<file path="config.mk">
export PLATFORM = sky130hd
export DESIGN_NAME = flpc_front
export DESIGN_NICKNAME = d
export VERILOG_FILES = /design/src/rtl/core/flpc_pkg.sv /design/src/rtl/core/flpc_front.sv
export SDC_FILE = /design/constraint.sdc
export NUM_CORES = 1
export LEC_CHECK = 0
export ABC_AREA = 0
export BUFFER_PORTS_ARGS = -buffer_cell sky130_fd_sc_hd__buf_4
export CORE_MARGIN = 5
export CORE_UTILIZATION = 28
export CTS_CLUSTER_DIAMETER = 100
export DETAILED_ROUTE_END_ITERATION = 8
export HOLD_SLACK_MARGIN = 0.03
export PLACE_DENSITY_LB_ADDON = 0.2
export SLEW_MARGIN = 10
export SYNTH_ARGS = -nofsm -noshare
export SYNTH_HDL_FRONTEND = slang
export SYNTH_SLANG_ARGS = --single-unit
</file>
<file path="constraint.sdc">
create_clock -name clk -period 1.15 [get_ports clk]
set_input_delay 0.115 -clock clk [delete_from_list [all_inputs] [get_ports clk]]
set_output_delay 0.115 -clock clk [all_outputs]
set_load 0.02 [all_outputs]
</file>
<file path="src/rtl/core/flpc_pkg.sv">
package flpc_pkg;

  localparam int WEIGHT_REGS      = 8;
  localparam int WEIGHT_W         = 16;
  localparam int CFG_IDX_W        = 3;
  localparam int FRAC_SHIFT       = 14;
  localparam int CENTER_TAP       = 3;
  localparam logic signed [WEIGHT_W-1:0] CENTER_RESET = 16'sd16384;

  // step queue between front and back
  localparam int QDEPTH = 4;
  localparam int QPTR_W = 2;
  localparam int QCNT_W = 3;

  typedef struct packed {
    logic emit;   // step produces a result
    logic last;   // final step of the sequence: result is last, then clear line
  } flpc_flags_t;

  typedef struct packed {
    logic              full;
    logic              valid;
    logic [QCNT_W-1:0] level;
  } flpc_qstat_t;

  typedef struct packed {
    logic flushing;
  } flpc_fstat_t;

endpackage

</file>
<file path="src/rtl/core/flpc_front.sv">
module flpc_front import flpc_pkg::*; #(
  parameter int TAPS         = 8,
  parameter int SAMPLE_WIDTH = 24
) (
  input  logic                    clk,
  input  logic                    rst_n,
  input  logic                    in_valid,
  input  logic                    in_last,
  input  logic [SAMPLE_WIDTH-1:0] in_sample,
  output logic                    in_ready,
  input  flpc_qstat_t             q_stat,
  output logic                    push,
  output flpc_flags_t             push_flags,
  output logic [SAMPLE_WIDTH-1:0] push_sample,
  output flpc_fstat_t             fstat
);

  localparam int OFFSET = (TAPS - 1) / 2;
  localparam int CNT_W  = (OFFSET > 0) ? $clog2(OFFSET + 1) : 1;
  localparam logic [CNT_W-1:0] OFF_C = CNT_W'(OFFSET);
  localparam logic [CNT_W-1:0] ONE_C = CNT_W'(1);

  logic             flush_r, flush_nxt;
  logic [CNT_W-1:0] seen_r, seen_nxt;
  logic [CNT_W-1:0] left_r, left_nxt;
  logic [CNT_W-1:0] seen_inc;
  logic             accept;

  assign in_ready       = !flush_r && !q_stat.full;
  assign accept         = in_valid && in_ready;
  assign seen_inc       = (seen_r == OFF_C) ? seen_r : seen_r + ONE_C;
  assign fstat.flushing = flush_r;

  always_comb begin
    flush_nxt       = flush_r;
    seen_nxt        = seen_r;
    left_nxt        = left_r;
    push            = 1'b0;
    push_flags.emit = (seen_r >= OFF_C);
    push_flags.last = 1'b0;
    push_sample     = in_sample;
    if (accept) begin
      push     = 1'b1;
      seen_nxt = seen_inc;
      if (in_last) begin
        if (OFFSET == 0) begin
          push_flags.last = 1'b1;
          seen_nxt        = '0;
        end else begin
          flush_nxt = 1'b1;
          left_nxt  = OFF_C;
        end
      end
    end else if (flush_r && !q_stat.full) begin
      // feed a zero sample for each remaining aligned result
      push            = 1'b1;
      push_sample     = '0;
      push_flags.last = (left_r == ONE_C);
      left_nxt        = left_r - ONE_C;
      if (left_r == ONE_C) begin
        flush_nxt = 1'b0;
        seen_nxt  = '0;
      end else begin
        seen_nxt = seen_inc;
      end
    end
  end

  always_ff @(posedge clk) begin
    if (!rst_n) begin
      flush_r <= 1'b0;
      seen_r  <= '0;
      left_r  <= '0;
    end else begin
      flush_r <= flush_nxt;
      seen_r  <= seen_nxt;
      left_r  <= left_nxt;
    end
  end

endmodule

</file>
==> metrics.txt <==
GRT Util Overall=15.9%; Bufs on Longest Clock Path=2; synthesized area=427 sq um; I/O Pins=62; Total Neg Setup Slack=-0.570 ns; hold_ws=0.122 ns; placer congestion estimate=0.721; status=finished with violations; Synth Area in Simple Gates=48.4%; LEAKAGE=0.582 nW; area grow syn2layout=166%; layout cells sized above 1=84.0%; Core Box Area=1470 sq um; main combinational cell family by area after synthesis=simple AND/OR/NAND/NOR gates; H-Tree Depth=1; first-pass GRT wire length=3.09 mm; clock latency on the worst-skew pair=0.24 ns; drt pass-1 iters=3; CTS Root Cell=clkbuf_4; slew margin rel.=79.9%; TritonCTS clock tree=done; r2r worst-path depth=5; Mapped Avg Cell Area=7.76 sq um; syn_nets=89; largest net degree at the start of global routing=9; adder-cell area share of the yosys netlist=2.93%; Final Setup Violations=25; chip width=49.0 microns; final net count=154; Post-DP Area=860 sq um; Starting Density=29.0%; cell taking the most area after synthesis=and2_1; Hold Buf Count CTS=0; Reg area=105 sq um; gr ovfl total=0; # clock sinks=5; post-synth top area share=36.7%; Power Density=766 nW/um^2; CP endpoint kind=primary output; minimum clock period=1.19 ns; max-slew violation count=0; Die H=49.0 microns; vias in the first global route=646; Layout Cells excl Fill=135; vias per cell=4.56; initial antenna violation count=0; Routed Antenna Nets=0; cts bufs inserted=3; # fillers=105; synth top area cells=and2_1 37%, dfxtp_1 23%, buf_6 7.9%; setup slack at placement=0.117 ns; dpl hpwl=1.32 mm; min-delay worst type=primary input to flip-flop; Core Rows=14; count of cell types in the netlist=17; max-cap viol count=0; Compound-Gate Fraction of Synth Area=13.8%; DR WL/cell=13.9 microns; Post-synth EDFFs=0; Multi-input gate area=379 sq um; Synth top cells by count=25 x and2_1, 5 x dfxtp_1, 5 x nor2_1; Seq/Total Area, Yosys=23.5%; Reg clk slew, reported paths=0.05 ns; Crit Path Category=flip-flop to primary output; final hold vios=0; crit path DAT=1.07 ns; worst-path fanout max=8; Fmax=842 MHz; Yosys reg bits=5; XOR/XNOR share of the synthesized area=0%; DRC=0; vias after detailed routing=615; Slew @ Worst Pin=0.298 ns; top-count cell post-synth=and2_1; Pwr Total=0.869 mW; multiplexer share of the synthesized area=0%; WP data required=1.03 ns; ANT cells=0; Layout Skew=0.00273 ns; unrepaired setup endpoints after global routing=yes; worst IR drop on VDD=519 uV; synth warn=0; Gate Count Post-Synth=55; drt total wl=1.88 mm; final instance area=1130 sq um; hold path cells=2; placed cell count=127; violated checks=negative setup slack; Final WS setup=-0.0371 ns; ys async rst share=0%; Die Area=2400 sq um; crit path launch type=flip-flop; Core Util, Final=77.0%; DR iter-0 viols=2; Final Cycle Share=103%; I/O Buffers=57; Post-synth top flop=dfxtp_1
## what timing repair did
action / in CTS / in global routing
pin swaps: 26 / 1
setup buffers: 2 / 0
resized for setup: 62 / 5
endpoints found under the hold margin: 0 / 0
cloned: 2 / 0
endpoints found under the setup margin: 25 / 28
## kinds of logic after synthesis
logic type / Yosys count
and+or+nand+nor: 34
DFF: 5
buffers and inverters: 7
AOI/OAI and AO/OA: 8
adders and majority gates: 1
## metal layers
layer	global-route usage, %	wire (microns)	share of wire, %	vias to the layer above
li1	-	-	-	305
met1	18.5	745	40	280
met2	28.0	959	51	30
met3	4.59	171	9.1	0
met4	4.04	0	0	0
met5	0	0	0	-
## layout by cell type (no fill, tap or decap), drive strengths merged
master	count
o21ba	1
a31oi	1
dfxtp	5
nor2	5
ha	1
nand2b	1
nor3b	1
buf	63
nand3	1
o211a	1
o41ai	1
a21oi	2
nand3b	1
clkbuf	4
and2	25
o21ai	2
inv	4
## sequential cells by signal, summed over array words and instances (netlist names)
signal,flops
left_r,2
fstat,1
seen_r,2
## path summary, 6_finish.rpt
| check | start | end | slack, ns |
|---|---|---|---|
| worst max-delay path | fstat | push_sample[13] | -0.04 |
| worst min register to register | left_r[0] | left_r[0] | 0.49 |
| worst min-delay path | q_stat[4] | left_r[0] | 0.12 |
| worst max register to register | fstat | seen_r[0] | 0.10 |
## cell type report
| type | instances | share of cell area [%] |
|---|---|---|
| Clock buffer | 4 | 2.32 |
| Timing Repair Buffer | 63 | 51.7 |
| Multi-Input combinational cell | 43 | 33.4 |
| Sequential cell | 5 | 9.27 |
| Tap cell | 16 | 1.77 |
| Inverter | 4 | 1.55 |
## critical path: stages, from the launching register on
cell and delay [ns]:
dfxtp_2 0.35, nand2b_4 0.08, buf_6 0.14, and2_4 0.14
buf_6 0.12
## report_power, final
group	total (mW)	switching [mW]	internal, mW
registers	0.197	0.0108	0.186
clock network	0.205	0.0737	0.131
logic	0.467	0.189	0.278
Note: power is estimated with default switching activity, not from simulation.
