File: config.mk
export PLATFORM = sky130hd
export DESIGN_NAME = flpc_queue
export DESIGN_NICKNAME = d
export VERILOG_FILES = /design/src/rtl/core/flpc_pkg.sv /design/src/rtl/core/flpc_queue.sv
export SDC_FILE = /design/constraint.sdc
export NUM_CORES = 1
export LEC_CHECK = 0
export BUFFER_PORTS_ARGS = -buffer_cell sky130_fd_sc_hd__buf_2
export CAP_MARGIN = 25
export CELL_PAD_IN_SITES_DETAIL_PLACEMENT = 1
export CELL_PAD_IN_SITES_GLOBAL_PLACEMENT = 1
export CORE_MARGIN = 5
export CORE_UTILIZATION = 44
export CTS_CLUSTER_DIAMETER = 80
export DETAILED_ROUTE_END_ITERATION = 8
export GPL_ROUTABILITY_DRIVEN = 0
export GPL_TIMING_DRIVEN = 0
export PLACE_DENSITY_LB_ADDON = 0.05
export SYNTH_ARGS = -nofsm -noshare
export SYNTH_HDL_FRONTEND = slang
export SYNTH_SLANG_ARGS = --single-unit
File: constraint.sdc
create_clock -name clk -period 1.71 [get_ports clk]
set_input_delay 0.0855 -clock clk [delete_from_list [all_inputs] [get_ports clk]]
set_output_delay 0.0855 -clock clk [all_outputs]
set_load 0.01 [all_outputs]
File: src/rtl/core/flpc_pkg.sv
package flpc_pkg;

  localparam int WEIGHT_REGS      = 8;
  localparam int WEIGHT_W         = 16;
  localparam int CFG_IDX_W        = 3;
  localparam int FRAC_SHIFT       = 14;
  localparam int CENTER_TAP       = 3;
  localparam logic signed [WEIGHT_W-1:0] CENTER_RESET = 16'sd16384;

  // step queue between front and back
  localparam int QDEPTH = 4;
  localparam int QPTR_W = 2;
  localparam int QCNT_W = 3;

  typedef struct packed {
    logic emit;   // step produces a result
    logic last;   // final step of the sequence: result is last, then clear line
  } flpc_flags_t;

  typedef struct packed {
    logic              full;
    logic              valid;
    logic [QCNT_W-1:0] level;
  } flpc_qstat_t;

  typedef struct packed {
    logic flushing;
  } flpc_fstat_t;

endpackage

File: src/rtl/core/flpc_queue.sv
module flpc_queue import flpc_pkg::*; #(
  parameter int WIDTH = 26
) (
  input  logic             clk,
  input  logic             rst_n,
  input  logic             push,
  input  logic [WIDTH-1:0] push_data,
  input  logic             pop,
  output logic [WIDTH-1:0] head_data,
  output flpc_qstat_t      stat
);

  logic [WIDTH-1:0]  mem_r [QDEPTH];
  logic [QPTR_W-1:0] wr_ptr_r, rd_ptr_r;
  logic [QCNT_W-1:0] level_r, level_nxt;

  assign head_data  = mem_r[rd_ptr_r];
  assign stat.level = level_r;
  assign stat.valid = (level_r != '0);
  assign stat.full  = (level_r == QCNT_W'(QDEPTH));

  always_comb begin
    level_nxt = level_r;
    if (push && !pop) begin
      level_nxt = level_r + QCNT_W'(1);
    end else if (pop && !push) begin
      level_nxt = level_r - QCNT_W'(1);
    end
  end

  always_ff @(posedge clk) begin
    if (push) begin
      mem_r[wr_ptr_r] <= push_data;
    end
  end

  always_ff @(posedge clk) begin
    if (!rst_n) begin
      wr_ptr_r <= '0;
      rd_ptr_r <= '0;
      level_r  <= '0;
    end else begin
      if (push) begin
        wr_ptr_r <= wr_ptr_r + QPTR_W'(1);
      end
      if (pop) begin
        rd_ptr_r <= rd_ptr_r + QPTR_W'(1);
      end
      level_r <= level_nxt;
    end
  end

endmodule

==> results.sh <==
export IMPL_outcome="finished, violations left"
export IMPL_violations="setup timing"
export IMPL_setup_ws_ns=-0.203
export IMPL_finalNonFillerCells=439
export IMPL_period_needed_ns=1.91
export IMPL_synthCells=179
export IMPL_finalCoreUtilization=0.629
export IMPL_maxSlewHeadroom=0.753
export IMPL_groute_usage_overall=0.146
export IMPL_synth_seq_cells=113
export IMPL_grt_max_degree=18
export IMPL_ys_flop_type="edfxtp_1"
export IMPL_crit_end="head_data[7]"
export IMPL_core_area_mm2=0.00933
export IMPL_place_area_mm2=0.00482
export IMPL_htreeDepth=4
export IMPL_routed_via_density=4.84
export IMPL_place_inst=372
export IMPL_regToRegStartpoint="wr_ptr_r[0]$_SDFFE_PN0P_"
export IMPL_setup_violations_final=26
export IMPL_initial_core_util=0.455
export IMPL_syn_nets=215
export IMPL_cts_sinks=113
export IMPL_grt_overflow_total=0
export IMPL_multi_input_area_um2=846
export IMPL_critPathCaptureType="output pin"
export IMPL_antenna_found_initial=0
export IMPL_die_area_mm2=0.0117
export IMPL_holdWs_ns=0.333
export IMPL_grt_pass1_wl_um=12500
export IMPL_total_power_mw=7.21
export IMPL_wl_per_cell_um=18.0
export IMPL_synth_area_leaders="edfxtp_1 74%, mux4_2 11%, dfxtp_1 4.2%"
export IMPL_clockRootBuffer="clkbuf_8"
export IMPL_r2r_end="mem_r[2][16]$_DFFE_PP_"
export IMPL_crit_required_ns=1.62
export IMPL_grt_pass1_vias=2398
export IMPL_critPathArrivalTime_ns=1.83
export IMPL_startpoint_type="flip-flop"
export IMPL_ant_nets=0
export IMPL_synth_cell_types=21
export IMPL_first_iter_violations=39
export IMPL_die_h_um=108
export IMPL_synth_edf_count=104
export IMPL_critPathMaxFanout=8
export IMPL_r2r_cells=4
export IMPL_dr_total_vias=2123
export IMPL_insertion_delay_ns=0.50
export IMPL_period_share=1.12
export IMPL_ir_drop_v=0.000772
export IMPL_die_x_um=108
export IMPL_pre_cts_ws_ns=-0.0276
export IMPL_ys_seq_area_frac=0.778
export IMPL_dr_pass1_iters=4
export IMPL_antennaDiodeCount=0
export IMPL_fillers=793
export IMPL_area_delta_synth_final_pct=38.2
export IMPL_final_area_mm2=0.00587
export IMPL_syn_area_mm2=0.00424
export IMPL_worst_slew_pin_transition_ns=0.371
export IMPL_min_path_type="input pin to flip-flop"
export IMPL_yosys_warnings=0
export IMPL_yosys_area_top_type="edfxtp_1"
export IMPL_timing_setup_tns_ns=-4.18
export IMPL_ios=61
export IMPL_rows=35
export IMPL_max_freq_mhz=523
export IMPL_numPortBuffers=60
export IMPL_yosys_top_cells_count="104 x edfxtp_1, 20 x mux4_2, 9 x and2_1, 9 x dfxtp_1, 6 x mux4_1"
export IMPL_max_cap_violations=0
export IMPL_clock_path_buffers=2
export IMPL_drc=0
export IMPL_dpl_hpwl_um=4740
export IMPL_powerDensity_mw_per_mm2=1230
export IMPL_synth_async_sr_flop_share=0
export IMPL_maxSlewViolCount=0
export IMPL_synthMostInstantiatedCell="edfxtp_1"
export IMPL_layout_drive_gt1_share=0.432
export IMPL_regArea_mm2=0.00330
export IMPL_rsz0062_at_grt="true"
export IMPL_hold_viol_final=0
export IMPL_worst_hold_path_num_cells=2
export IMPL_leakagePower_nw=2.09
export IMPL_cts_made_buffers=17
export IMPL_cts_tree="built"
export IMPL_critPathKind="flip-flop to output pin"
export IMPL_syn_avg_cell_area_um2=23.7
export IMPL_regToRegSetupSlack_ns=0.22
export IMPL_path_clk_slew_ns=0.06
export IMPL_fin_nets=333
export IMPL_skew_ns=0.00749
export IMPL_drt_total_wl_um=7890
export IMPL_synth_top_cell_area_share=0.736
==> critical path: stages (launching register included) <==
cell and delay, ns:
dfxtp_2 0.34, buf_12 0.16, clkbuf_16 0.16, mux4_2 0.52
buf_6 0.14
==> per-layer routing <==
metal | wire, µm | share of wire | global-route usage | vias up
li1 | - | - | - | 976
met1 | 3490 | 0.44 | 0.177 | 1089
met2 | 4040 | 0.51 | 0.247 | 48
met3 | 288 | 0.036 | 0.0454 | 10
met4 | 74 | 0.0094 | 0.0541 | 0
met5 | 0 | 0 | 0 | -
==> sequential cells by signal (all words and copies together) (netlist names), named ones only <==
signal / flops
mem_r: 104
level_r: 3
rd_ptr_r: 2
wr_ptr_r: 2
==> how the worst min path moves through the flow <==
stage                             start  slack [ns]                endpoint
after global placement    push_data[24]        0.30  mem_r[1][24]$_DFFE_PP_
after floorplan            push_data[0]        0.18   mem_r[0][0]$_DFFE_PP_
after CTS                 push_data[18]        0.32  mem_r[1][18]$_DFFE_PP_
after detailed placement  push_data[14]        0.31  mem_r[2][14]$_DFFE_PP_
after global routing       push_data[8]        0.32   mem_r[3][8]$_DFFE_PP_
final                     push_data[18]        0.33  mem_r[1][18]$_DFFE_PP_
==> final cells by class <==
type                            count  share of cell area
Inverter                            4             0.00256
Timing Repair Buffer               99               0.158
Clock inverter                     15              0.0203
Clock buffer                       17              0.0706
Buffer                              6              0.0137
Multi-Input combinational cell     56               0.144
Sequential cell                   113               0.563
Tap cell                          129              0.0275
==> placed cells by master, fill, tap and decap left out, types with 2 or more instances in the layout <==
cell type,instances
and2_1,5
and2_2,4
buf_12,4
buf_16,5
buf_2,39
buf_4,4
buf_6,20
clkbuf_16,17
clkinv_1,3
clkinv_2,3
clkinvlp_4,6
dfxtp_1,8
dlygate4sd3_1,30
edfxtp_1,104
ha_1,5
inv_1,4
mux2i_1,2
mux4_2,25
nor2b_1,2
or3_1,2
xnor2_1,2
xor2_1,3
==> where the power goes <==
| group | leakage (nW) | internal [mW] | switching (mW) |
|---|---|---|---|
| clock | 0.244 | 1.90 | 1.19 |
| combinational | 0.821 | 0.517 | 0.381 |
| sequential | 1.03 | 3.17 | 0.0508 |
==> timing repair <==
| item | CTS | global route |
|---|---|---|
| cloned | 1 | 1 |
| gates resized for setup | 25 | 13 |
| hold buffers | 30 | 0 |
| endpoints found under the setup margin | 90 | 27 |
| setup buffers | 2 | 1 |
| endpoints found under the hold margin | 113 | 0 |
==> logic make-up (layout without fill, tap and decap cells) <==
kind of cell / after synthesis / in the layout / share of synthesized area
buf+inv: 10 / 141 / 0.0192
flops: 113 / 113 / 0.778
xor+xnor: 5 / 5 / 0.0103
mux: 28 / 28 / 0.148
compound gates: 2 / 2 / 0.00295
fa+ha+maj: 6 / 6 / 0.0195
simple gates: 15 / 15 / 0.0218
Note: power is estimated with default switching activity, not from simulation.
